$ cat src/design/gpb_pkg.sv
// gpb_pkg: shared types and constants for the gpio pin register block
// register map offsets, pin function codes, decode and result structs
// no dependencies
`timescale 1ns / 1ps

package gpb_pkg;

   localparam int GPB_NUM_PINS = 54;

   localparam int WORD_W     = 32;
   localparam int PIN_WORDS  = 2;
   localparam int PIN_BITS   = PIN_WORDS * WORD_W;
   localparam int OUT_HIGH_W = 22;

   localparam int FSEL_WORDS    = 6;
   localparam int FSEL_W        = 3;
   localparam int FSEL_PER_WORD = 10;
   localparam int FSEL_PINS     = FSEL_WORDS * FSEL_PER_WORD;
   localparam int DET_WORDS     = 12;
   localparam int DET_GROUPS    = 6;
   localparam int DET_STRIDE    = 12;

   localparam logic [FSEL_W-1:0] FSEL_INPUT  = 3'h0;
   localparam logic [FSEL_W-1:0] FSEL_OUTPUT = 3'h1;

   localparam logic [7:0] OFF_FSEL_LAST = 8'h14;
   localparam logic [7:0] OFF_SET0      = 8'h1c;
   localparam logic [7:0] OFF_SET1      = 8'h20;
   localparam logic [7:0] OFF_CLR0      = 8'h28;
   localparam logic [7:0] OFF_CLR1      = 8'h2c;
   localparam logic [7:0] OFF_LEV0      = 8'h34;
   localparam logic [7:0] OFF_EDS0      = 8'h40;
   localparam logic [7:0] OFF_DET0      = 8'h4c;
   localparam logic [7:0] OFF_DET_LAST  = 8'h8c;
   localparam logic [7:0] OFF_PUD       = 8'h94;
   localparam logic [7:0] WORD_STEP     = 8'h04;

   typedef enum logic [1:0] {
      MODE_READ  = 2'd0,
      MODE_WRITE = 2'd1,
      MODE_EVENT = 2'd2,
      MODE_NONE  = 2'd3
   } gpb_mode_type;

   typedef enum logic [3:0] {
      TGT_NONE,
      TGT_FSEL,
      TGT_SET,
      TGT_CLR,
      TGT_LEV,
      TGT_EDS,
      TGT_DET,
      TGT_PUD,
      TGT_PUDCLK
   } gpb_target_type;

   typedef struct packed {
      gpb_target_type target;
      logic [3:0]     idx;
      logic           rd_ok;
      logic           wr_ok;
   } gpb_dec_type;

   typedef struct packed {
      logic [WORD_W-1:0]     read_data;
      logic                  bad_offset;
      logic [WORD_W-1:0]     out_low;
      logic [OUT_HIGH_W-1:0] out_high;
   } gpb_result_type;

endpackage

$ cat src/design/gpb_decode.sv
// gpb_decode: byte offset to register target, word index and access rights
// depends on gpb_pkg
`timescale 1ns / 1ps

module gpb_decode
   import gpb_pkg::*;
(
   input  logic [7:0]  offset,
   output gpb_dec_type dec
);

   logic       det_hit;
   logic [3:0] det_idx;

   always_comb begin
      det_hit = 1'b0;
      det_idx = 4'd0;
      for (int g = 0; g < DET_GROUPS; g++) begin
         if (offset == OFF_DET0 + 8'(DET_STRIDE * g)) begin
            det_hit = 1'b1;
            det_idx = 4'(2 * g);
         end
         if (offset == OFF_DET0 + 8'(DET_STRIDE * g) + WORD_STEP) begin
            det_hit = 1'b1;
            det_idx = 4'(2 * g + 1);
         end
      end
   end

   always_comb begin
      dec.target = TGT_NONE;
      dec.idx    = 4'd0;
      dec.rd_ok  = 1'b0;
      dec.wr_ok  = 1'b0;
      if (offset[1:0] == 2'b00) begin
         priority if (offset <= OFF_FSEL_LAST) begin
            dec.target = TGT_FSEL;
            dec.idx    = offset[5:2];
            dec.rd_ok  = 1'b1;
            dec.wr_ok  = 1'b1;
         end else if (offset == OFF_SET0 || offset == OFF_SET1) begin
            dec.target = TGT_SET;
            dec.idx    = {3'd0, offset == OFF_SET1};
            dec.wr_ok  = 1'b1;
         end else if (offset == OFF_CLR0 || offset == OFF_CLR1) begin
            dec.target = TGT_CLR;
            dec.idx    = {3'd0, offset == OFF_CLR1};
            dec.wr_ok  = 1'b1;
         end else if (offset == OFF_LEV0 || offset == OFF_LEV0 + WORD_STEP) begin
            dec.target = TGT_LEV;
            dec.idx    = {3'd0, offset != OFF_LEV0};
            dec.rd_ok  = 1'b1;
         end else if (offset == OFF_EDS0 || offset == OFF_EDS0 + WORD_STEP) begin
            dec.target = TGT_EDS;
            dec.idx    = {3'd0, offset != OFF_EDS0};
            dec.rd_ok  = 1'b1;
            dec.wr_ok  = 1'b1;
         end else if (offset >= OFF_DET0 && offset <= OFF_DET_LAST) begin
            if (det_hit) begin
               dec.target = TGT_DET;
               dec.idx    = det_idx;
               dec.rd_ok  = 1'b1;
               dec.wr_ok  = 1'b1;
            end
         end else if (offset == OFF_PUD) begin
            dec.target = TGT_PUD;
            dec.rd_ok  = 1'b1;
            dec.wr_ok  = 1'b1;
         end else if (offset == OFF_PUD + WORD_STEP
                      || offset == OFF_PUD + WORD_STEP + WORD_STEP) begin
            dec.target = TGT_PUDCLK;
            dec.idx    = {3'd0, offset != OFF_PUD + WORD_STEP};
            dec.rd_ok  = 1'b1;
            dec.wr_ok  = 1'b1;
         end else begin
            dec.target = TGT_NONE;
         end
      end
   end

endmodule

$ cat src/design/gpb_core.sv
// gpb_core: register storage, read mux, set/clear pass and pin level update
// depends on gpb_pkg and gpb_decode
`timescale 1ns / 1ps

module gpb_core
   import gpb_pkg::*;
#(
   parameter int NUM_PINS = GPB_NUM_PINS
)(
   input  logic              clock,
   input  logic              reset,
   input  logic              fire,
   input  gpb_mode_type      mode,
   input  logic [7:0]        offset,
   input  logic [WORD_W-1:0] write_data,
   input  logic [5:0]        pin,
   input  logic              level,
   output gpb_result_type    result
);

   logic [FSEL_WORDS-1:0][WORD_W-1:0] fsel_ff, fsel_w, fsel_in;
   logic [PIN_WORDS-1:0][WORD_W-1:0]  set_ff, set_w, set_in;
   logic [PIN_WORDS-1:0][WORD_W-1:0]  clr_ff, clr_w, clr_in;
   logic [PIN_WORDS-1:0][WORD_W-1:0]  out_ff, out_in;
   logic [PIN_WORDS-1:0][WORD_W-1:0]  lev_ff, lev_in;
   logic [PIN_WORDS-1:0][WORD_W-1:0]  eds_ff, eds_in;
   logic [DET_WORDS-1:0][WORD_W-1:0]  det_ff, det_in;
   logic [WORD_W-1:0]                 pud_ff, pud_in;
   logic [PIN_WORDS-1:0][WORD_W-1:0]  pudclk_ff, pudclk_in;

   gpb_dec_type         dec;
   logic                good_rd;
   logic                good_wr;
   logic [WORD_W-1:0]   rd_mux;
   logic [PIN_BITS-1:0] out_en;
   logic [PIN_BITS-1:0] out_cur;
   logic [PIN_BITS-1:0] is_in;
   logic [PIN_BITS-1:0] hit_set;
   logic [PIN_BITS-1:0] hit_clr;
   logic [PIN_BITS-1:0] lev_flat;
   logic                pin_ok;

   gpb_decode u_decode (
      .offset (offset),
      .dec    (dec)
   );

   assign good_rd = (mode == MODE_READ) && dec.rd_ok;
   assign good_wr = (mode == MODE_WRITE) && dec.wr_ok;
   assign pin_ok  = {1'b0, pin} < 7'(NUM_PINS);

   always_comb begin
      unique case (dec.target)
         TGT_FSEL:   rd_mux = fsel_ff[dec.idx[2:0]];
         TGT_LEV:    rd_mux = lev_ff[dec.idx[0]];
         TGT_EDS:    rd_mux = eds_ff[dec.idx[0]];
         TGT_DET:    rd_mux = det_ff[dec.idx];
         TGT_PUD:    rd_mux = pud_ff;
         TGT_PUDCLK: rd_mux = pudclk_ff[dec.idx[0]];
         default:    rd_mux = '0;
      endcase
   end

   // storage after the bus write, before the set/clear pass
   always_comb begin
      fsel_w    = fsel_ff;
      set_w     = set_ff;
      clr_w     = clr_ff;
      eds_in    = eds_ff;
      det_in    = det_ff;
      pud_in    = pud_ff;
      pudclk_in = pudclk_ff;
      if (good_wr) begin
         unique case (dec.target)
            TGT_FSEL:   fsel_w[dec.idx[2:0]]    = write_data;
            TGT_SET:    set_w[dec.idx[0]]       = write_data;
            TGT_CLR:    clr_w[dec.idx[0]]       = write_data;
            TGT_EDS:    eds_in[dec.idx[0]]      = write_data;
            TGT_DET:    det_in[dec.idx]         = write_data;
            TGT_PUD:    pud_in                  = write_data;
            TGT_PUDCLK: pudclk_in[dec.idx[0]]   = write_data;
            default:    ;
         endcase
      end
   end

   for (genvar p = 0; p < PIN_BITS; p++) begin : g_pin
      if (p < FSEL_PINS) begin : g_sel
         assign out_en[p]  = (p < NUM_PINS) ?
            (fsel_w[p / FSEL_PER_WORD][FSEL_W * (p % FSEL_PER_WORD) +: FSEL_W]
             == FSEL_OUTPUT) : 1'b0;
         assign out_cur[p] = (p < NUM_PINS) ?
            (fsel_ff[p / FSEL_PER_WORD][FSEL_W * (p % FSEL_PER_WORD) +: FSEL_W]
             == FSEL_OUTPUT) : 1'b0;
         assign is_in[p]   =
            fsel_ff[p / FSEL_PER_WORD][FSEL_W * (p % FSEL_PER_WORD) +: FSEL_W]
            == FSEL_INPUT;
      end else begin : g_nosel
         assign out_en[p]  = 1'b0;
         assign out_cur[p] = 1'b0;
         assign is_in[p]   = 1'b1;
      end
   end

   // set wins over clear
   assign hit_set = out_en & set_w & {PIN_BITS{good_wr}};
   assign hit_clr = out_en & ~set_w & clr_w & {PIN_BITS{good_wr}};

   assign fsel_in = fsel_w;
   assign set_in  = set_w & ~hit_set;
   assign clr_in  = clr_w & ~hit_clr;
   assign out_in  = (out_ff | hit_set) & ~hit_clr;

   always_comb begin
      lev_flat = lev_ff;
      if (mode == MODE_EVENT && pin_ok && is_in[pin]) begin
         lev_flat[pin] = level;
      end
      lev_in = lev_flat;
   end

   always_ff @(posedge clock) begin
      if (reset) begin
         fsel_ff   <= '0;
         set_ff    <= '0;
         clr_ff    <= '0;
         out_ff    <= '0;
         lev_ff    <= '0;
         eds_ff    <= '0;
         det_ff    <= '0;
         pud_ff    <= '0;
         pudclk_ff <= '0;
      end else if (fire) begin
         fsel_ff   <= fsel_in;
         set_ff    <= set_in;
         clr_ff    <= clr_in;
         out_ff    <= out_in;
         lev_ff    <= lev_in;
         eds_ff    <= eds_in;
         det_ff    <= det_in;
         pud_ff    <= pud_in;
         pudclk_ff <= pudclk_in;
      end
   end

   assign result.read_data  = good_rd ? rd_mux : '0;
   assign result.bad_offset = (mode == MODE_READ && !dec.rd_ok)
                              || (mode == MODE_WRITE && !dec.wr_ok);
   assign result.out_low    = out_in[0];
   assign result.out_high   = out_in[1][OUT_HIGH_W-1:0];

`ifndef ASSERT_OFF
   a_no_write_keeps_out: assert property (@(posedge clock) disable iff (reset)
      fire && mode != MODE_WRITE |=> $stable(out_ff))
      else $error("output state changed without a write");

   a_set_pass_done: assert property (@(posedge clock) disable iff (reset)
      fire && good_wr |=> (set_ff & out_cur) == '0)
      else $error("set bit left pending on an output pin");

   a_read_keeps_state: assert property (@(posedge clock) disable iff (reset)
      fire && mode == MODE_READ |=> $stable(fsel_ff) && $stable(set_ff) && $stable(clr_ff))
      else $error("read changed storage");
`endif

endmodule

$ cat src/design/gpio_pin_register_block.sv
// gpio_pin_register_block: an accepted item passes the input register, then
// the result register; one item per cycle while the result is not stalled
// a stalled result holds while one more item waits in the input register
// reset is synchronous, active high, clears core storage and handshake state
// no clearing pass after reset; the first item may be accepted right after it
// depends on gpb_pkg and gpb_core
`timescale 1ns / 1ps

module gpio_pin_register_block
   import gpb_pkg::*;
#(
   parameter int NUM_PINS = GPB_NUM_PINS
)(
   input  logic                  clock,
   input  logic                  reset,
   input  logic                  req_valid,
   output logic                  req_stall,
   input  logic [1:0]            req_mode,
   input  logic [7:0]            req_offset,
   input  logic [WORD_W-1:0]     req_write_data,
   input  logic [5:0]            req_pin,
   input  logic                  req_level,
   output logic                  rsp_valid,
   input  logic                  rsp_stall,
   output logic [WORD_W-1:0]     rsp_read_data,
   output logic                  rsp_bad_offset,
   output logic [WORD_W-1:0]     rsp_out_pins_low,
   output logic [OUT_HIGH_W-1:0] rsp_out_pins_high
);

   logic              in_vld_ff, in_vld_in;
   logic [1:0]        mode_ff;
   logic [7:0]        offset_ff;
   logic [WORD_W-1:0] wdata_ff;
   logic [5:0]        pin_ff;
   logic              level_ff;
   logic              rsp_vld_ff, rsp_vld_in;
   gpb_result_type    result_ff;
   gpb_result_type    result_in;
   logic              accept;
   logic              advance;

   assign advance   = in_vld_ff && (!rsp_vld_ff || !rsp_stall);
   assign req_stall = in_vld_ff && !advance;
   assign accept    = req_valid && !req_stall;
   assign in_vld_in = accept || (in_vld_ff && !advance);
   assign rsp_vld_in = advance || (rsp_vld_ff && rsp_stall);

   gpb_core #(
      .NUM_PINS (NUM_PINS)
   ) u_core (
      .clock      (clock),
      .reset      (reset),
      .fire       (advance),
      .mode       (gpb_mode_type'(mode_ff)),
      .offset     (offset_ff),
      .write_data (wdata_ff),
      .pin        (pin_ff),
      .level      (level_ff),
      .result     (result_in)
   );

   always_ff @(posedge clock) begin
      if (reset) begin
         in_vld_ff  <= 1'b0;
         rsp_vld_ff <= 1'b0;
      end else begin
         in_vld_ff  <= in_vld_in;
         rsp_vld_ff <= rsp_vld_in;
      end
   end

   always_ff @(posedge clock) begin
      if (accept) begin
         mode_ff   <= req_mode;
         offset_ff <= req_offset;
         wdata_ff  <= req_write_data;
         pin_ff    <= req_pin;
         level_ff  <= req_level;
      end
      if (advance) begin
         result_ff <= result_in;
      end
   end

   assign rsp_valid         = rsp_vld_ff;
   assign rsp_read_data     = result_ff.read_data;
   assign rsp_bad_offset    = result_ff.bad_offset;
   assign rsp_out_pins_low  = result_ff.out_low;
   assign rsp_out_pins_high = result_ff.out_high;

`ifndef ASSERT_OFF
   a_bad_reads_zero: assert property (@(posedge clock) disable iff (reset)
      rsp_vld_ff && result_ff.bad_offset |-> result_ff.read_data == '0)
      else $error("error item carries read data");

   a_stall_only_full: assert property (@(posedge clock) disable iff (reset)
      req_stall |-> in_vld_ff && rsp_vld_ff && rsp_stall)
      else $error("input stalled with room in the pipeline");

   a_stalled_rsp_holds: assert property (@(posedge clock) disable iff (reset)
      rsp_vld_ff && rsp_stall |=> rsp_vld_ff && $stable(result_ff))
      else $error("stalled result item changed");
`endif

endmodule

$ cat config.mk
export PLATFORM = sky130hd
export DESIGN_NAME = gpio_pin_register_block
export DESIGN_NICKNAME = d
export VERILOG_FILES = /design/src/design/gpb_pkg.sv /design/src/design/gpb_decode.sv /design/src/design/gpb_core.sv /design/src/design/gpio_pin_register_block.sv
export SDC_FILE = /design/constraint.sdc
export NUM_CORES = 2
export LEC_CHECK = 0
export ABC_AREA = 1
export BUFFER_PORTS_ARGS = -buffer_cell sky130_fd_sc_hd__buf_2
export CORE_ASPECT_RATIO = 0.8
export CORE_MARGIN = 1
export CORE_UTILIZATION = 43
export CTS_BUF_LIST = sky130_fd_sc_hd__clkbuf_8
export DETAILED_ROUTE_END_ITERATION = 8
export PLACE_DENSITY_LB_ADDON = 0.05
export SLEW_MARGIN = 20
export SYNTH_ARGS = -nofsm -noshare
export SYNTH_HDL_FRONTEND = slang
export SYNTH_SLANG_ARGS = --single-unit
$ cat constraint.sdc
create_clock -name clock -period 4.05 [get_ports clock]
set_clock_uncertainty 0.1 [all_clocks]
set_input_delay 0 -clock clock [delete_from_list [all_inputs] [get_ports clock]]
set_output_delay 0 -clock clock [all_outputs]
set_load 0.03 [all_outputs]
==> results.toml <==
[worst_setup_path]
start_kind = "flip-flop"
rr_endpoint = "rsp_read_data[9]"
critPathBufInv = 2
arrival_ps = 4500
cpMostUsedCell = "nand2_1"
rrSetupSlack_ps = 230
critPathKind = "reg2reg"
critical_path_required_ps = 4740
timing.rr.start = "offset_ff[0]"
critPathSlowestCell = "edfxtp_1"
cp_slowest_stage_delay_ps = 430
worstSetupEndpointType = "flip-flop"
crit_chain = "inv_1 > nand2_1 > nor2_1 > nand2_1 > nand2_1 > a21oi_1 > nand3_1 > nand2_1 > nand2_1 > nand2_2 > nand2_2 > nand2_8 > nand2_2 > buf_12 > nor2_1 > nor2_1 > nand2_1 > nand2_1 > a21oi_1 > a21oi_1"
cpLargestDelayFamily = "simple AND/OR/NAND/NOR gates"
reg2reg_depth = 20
crit_fanout = 51

[place]
dp_hpwl_mm = 143
dp.cells = 8532
place_congestion = 1.02
port_buffers = 141

[cells_and_area]
mostFrequentLayoutCells = "nand2_1 (1435), a21oi_1 (979), o21ai_0 (968)"
area_growth_pct = 14.4
final_cells = 8995
fill_cells = 11800
nets = 7340
final_util_pct = 50.0
drive_gt1_share_pct = 9.96
final_common_cell = "nand2_1"

[logic_synthesis]
synthDistinctLibCells = 46
synthFlopType = "dfxtp_1"
yosysWarnings = 0
synth_edf_count = 136
syn_area_um2 = 51200
ys_seq_area_share_pct = 45.7
syn_avg_cell_area_um2 = 7.12
ys_ff_latch = 1100
syn-num-nets = 7245
synth_cells = 7192
synthArstFlopShare_pct = 0

[clock_network]
clkLatencyLatePin_ps = 950
cts_buffer_depth = 3
cts_tree = "done"
cts_sinks = 1100
cts-root-buf = "clkbuf_8"
htreeDepth = 4
post_cts_buffers = 0
path_clk_slew_ps = 70
numCtsBuffers = 186

[floorplan]
die_area_um2 = 120000
die_x_um = 388
start_util_pct = 43.7
row_count = 112
die_h_um = 311
io_pins = 142
core_um2 = 117000

[power_and_ir_drop]
switching_power_mw = 6.68
powerDensity_nw_per_um2 = 401
clockPowerShare_pct = 42.4
p_comb_share_pct = 8.8
power_leakage_nw = 24.6
finalPower_mw = 23.5
internal-power_mw = 16.8
pwr-share-seq_pct = 48.7
swShare_pct = 28.4
max-vdd-ir-drop_v = 0.000314

[timing]
period_minus_slack_ps = 3820
rsz0062_at_grt = "no"
setup-tns-final_ps = 0
hold_viol = 0
worst_pin_slew_ps = 1240
fmax_mhz = 262
slew_violations = 0
relSlewSlack_pct = 16.8
final-setup-viol-count = 0
finalCritPeriodShare_pct = 94.3

[global_route]
gr-total-overflow = 0
antenna_found_initial = 23
first_global_vias = 46500
grt_max_degree = 170
grt_use_total_pct = 35.7
grt_pass1_wl_mm = 320

[drt]
wl_per_cell_um = 24.7
num_vias = 52200
drt-total-wl_mm = 222
drtPass1Iterations = 6
drt_iter0_markers = 6631
drc = 0
antenna_left = 0
viasPerCell = 5.80

[min_path]
min_from = "reset"
min_to = "u_core.clr_ff[11]"
hold_depth = 3
min-delay-path-class = "in2reg"

[flow_run]
maxCapViolations = 0

[outcome]
outcome = "finished, final reports clean"
==> repair_timing <==
item                                    CTS  global route
hold buffers                            105             0
endpoints found under the setup margin    0            78
resized for setup                         0             6
endpoints found under the hold margin   304             0
==> power groups by stage <==
stage,logic [mW],registers (mW),clock network (mW)
6_report,2.08,11.5,9.98
4_1_cts,2.01,11.4,10.1
5_1_grt,2.18,11.5,10.6
2_1_floorplan,0.997,11.7,0
3_5_place_dp,1.93,11.7,0
3_3_place_gp,1.92,11.7,0
==> cells in the mapped netlist (2+ instances only) <==
library cell | instances | area, um^2
a21oi_1 | 981 | 4910
clkbuf_2 | 9 | 45.0
dfxtp_1 | 964 | 19300
buf_4 | 7 | 52.6
inv_1 | 538 | 2020
a22o_1 | 3 | 26.3
a31oi_1 | 29 | 181
edfxtp_1 | 136 | 4080
nand4_1 | 131 | 820
nand3b_1 | 16 | 120
nor4_1 | 51 | 319
o31ai_1 | 14 | 105
nor3b_1 | 6 | 45.0
o21a_1 | 2 | 15.0
nor2_2 | 10 | 62.6
a211oi_1 | 52 | 390
or2_2 | 13 | 81.3
o21ai_1 | 98 | 490
a22oi_1 | 32 | 240
buf_2 | 122 | 611
or3b_2 | 2 | 17.5
inv_2 | 33 | 124
o221ai_1 | 2 | 17.5
o211ai_1 | 59 | 443
nor2_4 | 9 | 101
nand3_2 | 3 | 30.0
buf_6 | 3 | 33.8
clkinv_1 | 17 | 63.8
o21ai_0 | 968 | 4840
nand2_1 | 1439 | 5400
clkbuf_1 | 401 | 1510
o22ai_1 | 9 | 56.3
nor2_1 | 644 | 2420
nand3_1 | 181 | 906
nor3_1 | 99 | 495
buf_1 | 36 | 135
nand2_2 | 11 | 68.8
a32o_1 | 54 | 541
==> routing by layer <==
metal / vias to the layer above / share of wire [%] / wire length [um] / global-route usage, %
met3: 452 / 11 / 24800 / 9.83
met4: 20 / 3.6 / 8000 / 12.7
met5: - / 0.10 / 229 / 0
li1: 24400 / - / - / -
met1: 24700 / 44 / 98100 / 51.2
met2: 2549 / 41 / 91400 / 50.7
==> state kept, by name, indices dropped and copies added, names as in the netlist, 2 cells and up <==
signal,count
u_core.det_ff,384
u_core.fsel_ff,192
u_core.eds_ff,64
u_core.lev_ff,64
u_core.pudclk_ff,64
u_core.clr_ff,54
u_core.out_ff,54
u_core.set_ff,54
rsp_out_pins_low,32
rsp_read_data,32
u_core.pud_ff,32
wdata_ff,32
rsp_out_pins_high,22
offset_ff,8
pin_ff,6
mode_ff,2
==> worst min-delay path, stage by stage <==
cell	delay (ps)
dlygate4sd3_1	550
buf_6	310
a21oi_1	200
==> per-stage QoR <==
| stage | setup WS [ps] | hold slack (ps) | instance area (um^2) |
|---|---|---|---|
| 2_1_floorplan | 1210 | -1.13 | 51200 |
| 3_3_place_gp | 206 | 76.3 | 53800 |
| 3_5_place_dp | 191 | 78.1 | 53800 |
| 4_1_cts | 173 | 28.0 | 58500 |
| 5_1_grt | 17.8 | 92.5 | 58600 |
| 6_report | 231 | 86.7 | 58600 |
==> area by class of cell <==
class	instances	area [um^2]	area share [%]
Antenna cell	13	32.5	0.0555
Clock buffer	223	3070	5.24
Clock inverter	121	568	0.969
Inverter	589	2230	3.80
Multi-Input combinational cell	4925	23300	39.8
Sequential cell	1100	23400	39.9
Tap cell	1539	1930	3.29
Timing Repair Buffer	485	4070	6.95
==> worst max-delay path by stage <==
stage	slack, ps	startpoint	depth (start not counted)	end
4_1_cts	170	offset_ff[1]	19	u_core.det_ff[297]
3_3_place_gp	210	offset_ff[1]	19	u_core.det_ff[297]
2_1_floorplan	1210	offset_ff[1]	21	rsp_read_data[11]
5_1_grt	20	offset_ff[1]	19	u_core.det_ff[239]
3_5_place_dp	190	offset_ff[1]	19	u_core.det_ff[289]
6_report	230	offset_ff[0]	20	rsp_read_data[9]
==> logic make-up (layout without fill, tap and decap cells) <==
group / Yosys count / in the layout / share of synthesized area [%]
flops: 1100 / 1100 / 45.7
simple gates: 2618 / 2618 / 21.3
buf+inv: 1167 / 1418 / 8.97
other cells: 0 / 13 / 0
compound gates: 2307 / 2307 / 24.0
(Power assumes the default switching activity.)
